$ cat config.mk
export PLATFORM = sky130hd
export DESIGN_NAME = sabc_ram
export DESIGN_NICKNAME = d
export VERILOG_FILES = /design/src/rtl/core/sabc_ram.sv
export SDC_FILE = /design/constraint.sdc
export NUM_CORES = 2
export LEC_CHECK = 0
export BUFFER_PORTS_ARGS = -buffer_cell sky130_fd_sc_hd__buf_2
export CORE_UTILIZATION = 31
export DETAILED_ROUTE_END_ITERATION = 10
export GPL_ROUTABILITY_DRIVEN = 1
export SYNTH_ARGS = -nofsm -noshare
export SYNTH_HDL_FRONTEND = slang
export SYNTH_SLANG_ARGS = --single-unit
$ cat constraint.sdc
create_clock -name clk -period 4.74 [get_ports clk]
set_clock_uncertainty 0.05 [all_clocks]
set_input_delay 0.711 -clock clk [delete_from_list [all_inputs] [get_ports clk]]
set_output_delay 0.711 -clock clk [all_outputs]
set_load 0.1 [all_outputs]
$ cat src/rtl/core/sabc_ram.sv
// Generic single-write, single-read RAM with registered read data.
module sabc_ram #(
	parameter int WIDTH = 32,
	parameter int DEPTH = 64
) (
	input  logic                                    clk,
	input  logic                                    wr_en,
	input  logic [(DEPTH > 1 ? $clog2(DEPTH) : 1)-1:0] wr_addr,
	input  logic [WIDTH-1:0]                        wr_data,
	input  logic                                    rd_en,
	input  logic [(DEPTH > 1 ? $clog2(DEPTH) : 1)-1:0] rd_addr,
	output logic [WIDTH-1:0]                        rd_data
);

	logic [WIDTH-1:0] mem [DEPTH];

	// write port
	always_ff @(posedge clk) begin
		if (wr_en) begin
			mem[wr_addr] <= wr_data;
		end
	end

	// registered read, hold data between reads
	always_ff @(posedge clk) begin
		if (rd_en) begin
			rd_data <= mem[rd_addr];
		end
	end

endmodule

[Word-level counts from Yosys, hierarchy flattened]
Memory sizes are Yosys's and may differ from the RTL's. A register that Yosys moved wholly into a read port is not among the register bits.
Cells that the tools add are included.
Storage, ports and cells
  register bits after elaboration: 0
  latch bits: 0
  memory bits (writable): 2048
  bits in read-only memories: 0
  input bits: 47
  output and inout bits: 32
  logic and storage cells: 3
  memories kept: 1
Operators by class
  add/subtract/negate cells: 0
  multiply operators: 0
  div/mod/pow operators: 0
  $lt $le $gt $ge: 0
  eq/ne operators: 0
  shift-type cells: 0
  muxes and demuxes: 2
  bitwise operators: 0
  reduce and logical (&&, ||, !) cells: 0
Memory list
  mem: depth 64, bits a word 32, rd ports 1, clocked after memory_dff 1, write ports 1, line 15  | logic [WIDTH-1:0] mem [DEPTH];
Operators with widths (number)
  2-to-1 mux 1 bit: 2

[Longest topological paths before layout]
  word-level depth: 2
  mapped depth: 10
  depth with buffers taken out: 5

[Worst setup path after synthesis]
No wires, ideal clock.
  path kind: input -> register
  start point: input wr_addr[3] in the netlist's numbering
  end point: memory mem[48][0], enable pin
  library setup time: 0.461 ns
  arrival time: 3.410 ns
  required time: 4.229 ns
  setup slack: 0.819 ns
  cell stages on the path: 4
  buffers on the path: 1
  path through: clkbuf_1 -> nor2b_1 -> nand4b_1 -> nor3_1
RTL lines
  start: declaration: line 8  | input logic [(DEPTH > 1 ? $clog2(DEPTH) : 1)-1:0] wr_addr,
  end: declaration: line 15
No word-level cell before the write port.

==> impl_metrics.csv <==
group,metric,value,unit
critical_path,critical_path_class,"in2reg",
power_and_ir_drop,power_density,418,nW/um^2
floorplanning,chipHeight,506,um
logic_synthesis,synth-edff-count,2080,
critical_path,startpoint_type,"input pin",
grt,grt-ovfl-total,0,
grt,antenna_found_initial,27,
cts,cts_setup_buffers,0,
timing,setup_tns,0,ns
power_and_ir_drop,peakVddDrop,299,uV
detailed_routing,drc,0,
logic_synthesis,async_flop_share,0,%
min_path,min_to,"mem[46][11]",
critical_path,cp_num_buf_inv,3,
logic_synthesis,synth_nets,3371,
job,maxCapViolCount,0,
logic_synthesis,syn_area,78800,um^2
finish,drive_gt1_share,30.7,%
cts,clock-root-buffer,"clkbuf_16",
timing,min_period_over_period,74.6,%
cts,numCtsBuffers,206,
critical_path,cp.arrival,4.01,ns
logic_synthesis,synth_warnings,0,
logic_synthesis,syn_inst,3324,
detailed_routing,viasPerCell,5.23,
cts,postCtsResizedCells,0,
power_and_ir_drop,total_power,38.2,mW
critical_path,reg2reg_slack,1.82,ns
grt,grt_pass1_wl,298000,um
grt,grt_pass1_vias,37884,
logic_synthesis,synth_seq_area_share,79.2,%
min_path,worstHoldPathType,"in2reg",
floorplanning,dieArea,256000,um^2
cts,ctsHoldBuffers,0,
logic_synthesis,synth_cell_type_count,33,
timing,finalSetupViolCount,0,
placement,gp_congestion,0.788,
min_path,holdPathStages,1,
critical_path,path_cells,"buf_8 -> buf_12 -> buf_12 -> mux4_2 -> mux4_2 -> o22ai_1 -> nor2_1",
placement,io_buffer_count,78,
critical_path,crit_family,"buffers and inverters",
critical_path,timing.rr.start,"mem[39][17]",
cts,cts_tree,"built",
floorplanning,ios,79,
detailed_routing,ant_nets,0,
timing,fmax,283,MHz
cts,clockBufferDepth,3,
logic_synthesis,ys.flop_type,"edfxtp_1",
critical_path,crit_required,5.21,ns
timing,hold_slack,0.393,ns
floorplanning,initial_utilization,31.3,%
timing,fin_crit,3.54,ns
detailed_routing,first_pass_iters,7,
cts,worstSkewPairLatency,0.85,ns
cts,cts.sinks,2080,
timing,rsz0062_at_grt,"no",
cts,path_clk_slew,0.06,ns
finish,areaGrowthSynthToFinish,15.8,%
logic_synthesis,syn_area_per_cell,23.7,um^2
floorplanning,core.rowCount,184,
placement,hpwl,122000,um
critical_path,cp-end-kind,"flop",
critical_path,crit_slowest_cell,"o22ai_1",
min_path,hold_start,"wr_data[11]",
finish,nets,3680,
cts,h-tree-depth,4,
floorplanning,die_x,506,um
timing,tightest_slew,1.30,ns
timing,slew_viol_final,0,
detailed_routing,drtIter0Drc,4256,
logic_synthesis,ys_ff_latch,2080,
run_status,status,"finished, final reports clean",
critical_path,crit_fanout,37,
timing,hold_violations,0,
timing,relSlewSlack,13.2,%
detailed_routing,wl_per_cell,29.6,um
power_and_ir_drop,p_leak,28.0,nW
critical_path,reg2reg_to,"rd_data[17]",
critical_path,slowest_delay,0.98,ns
grt,grt_max_degree,73,
floorplanning,core,252000,um^2
grt,gr-usage-all-layers,16.5,%
critical_path,r2r_cells,6,
detailed_routing,finalWirelength,212000,um
detailed_routing,num_vias,37445,
power breakdown:
group          total, mW  switching (mW)  leakage (nW)  internal, mW
registers           20.5          0.0644          18.7          20.4
logic               2.12            1.41          6.14         0.707
clock network       15.6            6.89          3.12          8.71
total               38.2            8.37          28.0          29.8
cells by family (layout without fill, tap and decap cells):
group                  Yosys count  in the layout  share of synthesized area, %
AO/OA/AOI/OAI                  202            202                          1.67
buffers and inverters          182            656                          1.12
flip-flops                    2080           2080                          79.2
multiplexers                   637            637                          16.7
other                            0             14                             0
AND/OR/NAND/NOR                223            223                          1.26
metal layers:
metal	wire length, um	GRT usage, %
met1	86200	22.1
met2	105000	27.6
met3	14500	2.58
met4	6190	4.92
met5	40	0
worst max-delay path by stage:
stage	from	endpoint	slack, ns	depth (start not counted)
finish	rd_addr[0]	rd_data[25]	1.20	7
global placement	rd_addr[0]	rd_data[25]	0.40	7
global route	rd_addr[0]	rd_data[25]	1.12	7
CTS	rd_addr[0]	rd_data[25]	1.27	7
floorplan	wr_addr[3]	mem[48][0]	0.82	4
detailed placement	rd_addr[0]	rd_data[25]	0.38	7
layout by cell type (no fill, tap or decap), drive strengths merged:
master	n
edfxtp	2080
mux4	544
buf	283
clkbuf	265
nor2	137
mux2i	93
clkinv	86
o22ai	84
a21oi	62
o221ai	27
nand2	26
nor2b	15
diode	14
a22oi	12
bufinv	12
inv	9
a311oi	8
nand2b	8
nor3	7
nand3b	5
nand3	5
or3b	5
and3	4
a41o	4
o32ai	4
or3	3
or2	3
and2	2
nand4	2
a31oi	1
nand4b	1
clkinvlp	1
Yosys cell counts (3+ instances only):
cell type | number | share of area, %
a21oi_1 | 62 | 0.39
a22oi_1 | 12 | 0.11
a311oi_1 | 8 | 0.089
a41o_1 | 4 | 0.051
and3_1 | 4 | 0.032
buf_1 | 21 | 0.10
buf_2 | 57 | 0.36
buf_4 | 25 | 0.24
buf_6 | 5 | 0.071
clkbuf_1 | 74 | 0.35
edfxtp_1 | 2080 | 79
mux2i_1 | 93 | 1.2
mux4_2 | 544 | 16
nand2_1 | 26 | 0.12
nand2b_1 | 8 | 0.063
nand3_1 | 5 | 0.032
nand3b_1 | 5 | 0.048
nor2_1 | 137 | 0.65
nor2b_1 | 15 | 0.12
nor3_1 | 7 | 0.044
o221ai_1 | 27 | 0.30
o22ai_1 | 84 | 0.67
o32ai_1 | 4 | 0.044
or3_1 | 3 | 0.024
or3b_2 | 3 | 0.033
registers in the layout (all words and copies together) (netlist names):
signal   flops
mem       2048
rd_data     32
final cells by class:
type	instances	area, um^2
diodes	14	35.0
repair buffers	283	2270
multi-input cells	1062	16000
clock inverters	108	987
clock buffers	265	5400
well taps	3348	4190
flip-flops and latches	2080	62500
fillers	22706	161000
per-stage QoR:
stage	instance area (um^2)	instances	setup slack, ns	utilization, %
final	91300	7160	1.20	36.2
after global routing	91300	7149	1.12	36.2
after CTS	91300	7146	1.27	36.2
after detailed placement	84900	6773	0.381	33.7
after global placement	84900	6773	0.399	33.7
after floorplan	78800	3324	0.819	-
Note: power is estimated with default switching activity, not from simulation.
