===== src/rtl/core/sabc_pkg.sv =====
// Shared types and constants for the set-associative block cache controller.
package sabc_pkg;

	localparam int SETS_DEF       = 64;
	localparam int WAYS_DEF       = 4;
	localparam int STAMP_BITS_DEF = 32;

	localparam int TAG_W      = 32;
	localparam int SET_IDX_W  = 6;
	localparam int WAY_IDX_W  = 2;
	localparam int WAY_MAX_W  = 4;

	typedef enum logic {
		CMD_READ  = 1'b0,
		CMD_WRITE = 1'b1
	} cmd_t;

	typedef struct packed {
		cmd_t             command;
		logic [TAG_W-1:0] block_number;
	} req_t;

	typedef struct packed {
		logic                 hit;
		logic [SET_IDX_W-1:0] set_index;
		logic [WAY_IDX_W-1:0] way;
		logic                 flush_needed;
		logic [TAG_W-1:0]     flush_block;
		logic                 fill_needed;
	} rsp_t;

	// Lookup outcome for one set row
	typedef struct packed {
		logic                 hit;
		logic [WAY_MAX_W-1:0] way;
		logic                 victim_valid;
		logic [TAG_W-1:0]     victim_tag;
	} pick_t;

	typedef enum logic [2:0] {
		ST_CLEAR,
		ST_IDLE,
		ST_MUL,
		ST_RED,
		ST_LOOK
	} state_t;

endpackage


===== src/rtl/core/sabc_way_pick.sv =====
// Way compare and least-recently-stamped victim selection over one set row.
module sabc_way_pick #(
	parameter int WAYS       = 4,
	parameter int STAMP_BITS = 32
) (
	input  logic [WAYS*sabc_pkg::TAG_W-1:0]  tags_row,
	input  logic [WAYS*(STAMP_BITS+1)-1:0]   meta_row,
	input  logic [sabc_pkg::TAG_W-1:0]       block_number,
	output sabc_pkg::pick_t                  pick
);
	import sabc_pkg::*;

	localparam int WAY_W = (WAYS > 1) ? $clog2(WAYS) : 1;
	localparam int P     = 1 << WAY_W;
	localparam int MW    = STAMP_BITS + 1;

	logic [STAMP_BITS-1:0] stp [0:WAY_W][0:P-1];
	logic [WAY_W-1:0]      idx [0:WAY_W][0:P-1];
	logic                  hit;
	logic [WAY_W-1:0]      hit_way;
	logic [WAY_W-1:0]      victim;

	// compare all valid ways, lowest index wins
	always_comb begin
		hit     = 1'b0;
		hit_way = '0;
		for (int w = WAYS - 1; w >= 0; w--) begin
			if (meta_row[w*MW + STAMP_BITS] && tags_row[w*TAG_W +: TAG_W] == block_number) begin
				hit     = 1'b1;
				hit_way = WAY_W'(w);
			end
		end
	end

	// reduce stamps by a min tree, left side wins ties
	always_comb begin
		for (int l = 0; l <= WAY_W; l++) begin
			for (int i = 0; i < P; i++) begin
				stp[l][i] = '1;
				idx[l][i] = '0;
			end
		end
		for (int i = 0; i < P; i++) begin
			if (i < WAYS) begin
				stp[0][i] = meta_row[i*MW +: STAMP_BITS];
			end
			idx[0][i] = WAY_W'(i);
		end
		for (int l = 0; l < WAY_W; l++) begin
			for (int i = 0; i < (P >> (l + 1)); i++) begin
				if (stp[l][2*i+1] < stp[l][2*i]) begin
					stp[l+1][i] = stp[l][2*i+1];
					idx[l+1][i] = idx[l][2*i+1];
				end else begin
					stp[l+1][i] = stp[l][2*i];
					idx[l+1][i] = idx[l][2*i];
				end
			end
		end
		victim = idx[WAY_W][0];
	end

	// pack outcome
	always_comb begin
		pick.hit          = hit;
		pick.way          = WAY_MAX_W'(hit ? hit_way : victim);
		pick.victim_valid = meta_row[victim*MW + STAMP_BITS];
		pick.victim_tag   = tags_row[victim*TAG_W +: TAG_W];
	end

endmodule


===== config.mk =====
export PLATFORM = sky130hd
export DESIGN_NAME = sabc_way_pick
export DESIGN_NICKNAME = d
export VERILOG_FILES = /design/src/rtl/core/sabc_pkg.sv /design/src/rtl/core/sabc_way_pick.sv
export SDC_FILE = /design/constraint.sdc
export NUM_CORES = 1
export LEC_CHECK = 0
export BUFFER_PORTS_ARGS = -buffer_cell sky130_fd_sc_hd__buf_2
export CELL_PAD_IN_SITES_DETAIL_PLACEMENT = 1
export CELL_PAD_IN_SITES_GLOBAL_PLACEMENT = 1
export CORE_MARGIN = 8
export CORE_UTILIZATION = 35
export DETAILED_ROUTE_END_ITERATION = 16
export GPL_TIMING_DRIVEN = 0
export PLACE_DENSITY_LB_ADDON = 0.1
export SLEW_MARGIN = 40
export SYNTH_ARGS = -nofsm -noshare
export SYNTH_HDL_FRONTEND = slang
export SYNTH_SLANG_ARGS = --single-unit

===== constraint.sdc =====
create_clock -name vclk -period 11.6
set_input_delay 2.32 -clock vclk [all_inputs]
set_output_delay 2.32 -clock vclk [all_outputs]
set_load 0.02 [all_outputs]

Yosys cells after proc, flatten, opt, wreduce, memory -nomap -nowiden
Index checks and enable logic that the tools add are counted.

storage, ports and cells
  register bits after elaboration = 0

cells by class
  multiply operators = 1
  reductions and logical operators = 4
  add/sub/neg operators = 1
  shift operators = 1
  multiplexer cells = 16
  equality and inequality tests = 4
  $lt $le $gt $ge = 4

operators with widths
  kind                                                number
  equality test 32 bit                                4
  indexed part select 128 x 8 -> 32 bit               1
  less-than comparator 32 bit                         3
  two-way mux 32 bit                                  2
  two-way mux 2 bit                                   6
  adder 8 x 6 -> 9 bit (second input constant)        1
  less-than comparator 9 bit (second input constant)  1
  binary-select mux 1 bit (select 8 bit)              1
  multiplier 2 x 6 -> 8 bit (second input constant)   1
  two-way mux 1 bit                                   7
  logical AND 1 bit                                   4

Longest topological paths before layout
  depth after elaboration = 8
  mapped depth = 21
  gate-level depth less buffers = 18

Worst setup path before layout
OpenSTA, ideal clock, no wires.

  kind = input to output
  from = in meta_row[85]
  to = out pick[10] (netlist bit)
  stages = 20
  data required time = 9.280 ns
  slack = 2.683 ns
  data arrival time = 6.597 ns
  cell sequence = inv_1 ha_1 and2_1 nand3_1 or2_0 a211oi_1 o31ai_1 nand2_1 buf_2 mux2_2 ha_1 a2111oi_0 a21oi_1 a2111oi_0 nand3_1 o21ai_0 a31oi_1 buf_4 buf_6 mux2i_1

RTL lines
  element      line                text
  from (decl)  sabc_way_pick.sv:7  input logic [WAYS*(STAMP_BITS+1)-1:0] meta_row,
  to (decl)    sabc_way_pick.sv:9  output sabc_pkg::pick_t pick

==> metrics.txt <==
Peak VDD IR between 30 and 40 uV; DR vias/cell 5.22; total length of routed wires approximately 27 mm; area grow syn2layout 31.4%; Seq/Total Area, Yosys 0; Slew HR 0.523; mapped cell area approximately 5700 um^2; layout cells sized above 1 0.346; critical path's most frequent cell buf_2; routability cong. 0.893; Ports 330; RSZ-0062 raised after global routing no; fmax 98.1 MHz; Syn Inst Count approximately 700; Worst setup EP type primary output; sequential cell count 0; number of antenna violations at the first check in global routing 4; Leakage around 3.8 nW; ANT nets after route 0; CP max-delay cell a211oi_1; Tcrit/Tclk final 0.879; Slew Viols, Final 0; Die Y ~140 um; Sequential Area 0 um^2; Pwr Total 500 uW; Max Cap Viol 0; hold path depth 4; final hold viol count 0; Syn Area/Cell between 7 and 8 um^2; Total GRT Usage 0.242; YS warnings 0; critical path class in -> out; die area about 21000 um^2; core area 15900 um^2; most common cell in the synthesized netlist mux2i_1; DRC Markers 0; largest net degree at the start of global routing 11; 1st-iter DRT viols approximately 260; Worst Setup Start Kind input port; TNS Setup 0 ns; # rows 46; Layout Nets 1402; Cell Chain, Critical Path buf_2, inv_1, ha_1, and2_1, nand3_1, or2_0, a211oi_1, o31ai_1, nand2_1, buf_2, mux2_2, ha_1, a2111oi_0, a21oi_1, a2111oi_0, nand3_1, o21ai_0, a31oi_1, buf_4, buf_6, mux2i_1, buf_2; die width around 140 um; Fillers 2128; Final min period a little over 10 ns; Critical Path Fanout Max 10; top post-synthesis cells by count mux2i_1, xnor2_1, ha_1; DP HPWL roughly 24 mm; final setup fails 0; post-cts sizing count 0; final core area utilization 0.471; vias in the first global route around 7000; dominant cells by area after synthesis mux2i_1, ha_1, xnor2_1; crit-path max cell delay 0.54 ns; top-area cell type share of the netlist area 0.227; Crit path arrival time slightly below 8 ns; CP Depth 22; Worst EP required 9.28 ns; Distinct cells, synth 50; largest area contributor in the netlist mux2i_1; status complete, no violations; drt pass-1 iters 4; Min-Delay Path Class in -> out; Post-CTS Setup Inserts 0; first-pass GRT wire length around 39 mm; Power Dens Cells between 60 and 70 nW/um^2; Hold WS 5.09 ns; clkbuf count 0; IO buf count 300; Initial Util 0.359; total congestion overflow 0; delay-heaviest family, CP compound AO/OA/AOI/OAI gates; Buf/Inv on CP 6; Multi-input gate area between 5000 and 6000 um^2; DR vias 6462; worst slew pin tran slightly above 0.7 ns; routed len/inst between 20 and 25 um; cts-stage hold buffer count 0
-- logic make-up after synthesis --
kind of cell / synth area share
simple gates: 0.127
xor+xnor: 0.192
fa+ha+maj: 0.204
other cells: 0.000658
mux: 0.288
compound gates: 0.103
buf+inv: 0.0857
-- metal layers --
metal	up-vias	routed length (um)	GRT usage
met4	2	215	0.0243
met1	3021	11600	0.310
li1	3189	-	-
met3	16	2290	0.0504
met2	234	12600	0.420
met5	-	13	0
-- cell usage in the layout (no fill, tap or decap), drive strengths merged, types with 2 or more instances in the layout --
cell / synthesis / final
nor3: 8 / 8
mux2i: 129 / 129
and4: 8 / 8
xor2: 14 / 14
nor4: 11 / 11
a2111oi: 3 / 3
mux2: 31 / 31
o2bb2ai: 2 / 2
and2: 2 / 2
ha: 93 / 93
nor2: 15 / 15
a221oi: 3 / 3
nand4: 37 / 37
a21o: 6 / 6
inv: 69 / 69
buf: 19 / 319
conb: 1 / 2
o21ai: 13 / 13
nand2b: 5 / 5
diode: 0 / 6
nand2: 19 / 19
a21oi: 28 / 28
a31oi: 2 / 2
a211oi: 2 / 2
o22ai: 3 / 3
nand3: 22 / 22
o31ai: 4 / 4
clkbuf: 28 / 28
o21a: 5 / 5
xnor2: 111 / 111
o211ai: 3 / 3
a211o: 2 / 2
-- path summary, 6_finish.rpt --
| check | endpoint | slack (ns) | startpoint |
|---|---|---|---|
| min | pick[12] | 5.09 | tags_row[108] |
| max | pick[25] | 1.41 | meta_row[85] |
-- area by class of cell --
type	count	share of cell area
Multi-Input combinational cell	599	0.696
Timing Repair Buffer	300	0.201
Tap cell	216	0.0361
Inverter	69	0.0346
Buffer	47	0.0306
Antenna cell	6	0.00201
-- metrics by stage --
stage,worst slack (ns),area [um^2],instances
floorplan,2.68,5700,715
global placement,1.44,7470,1231
detailed placement,1.41,7470,1231
CTS,1.39,7470,1231
global route,0.993,7480,1234
finish,1.41,7490,1237
-- power by group --
part	switching, mW	leakage [nW]	internal, mW	total, mW
Combinational	0.285	3.84	0.216	0.500
Clock	0	0.0000380	0.0000000695	0.0000000695
Sequential	0	0	0	0
Power figures use the tool's default switching activity.
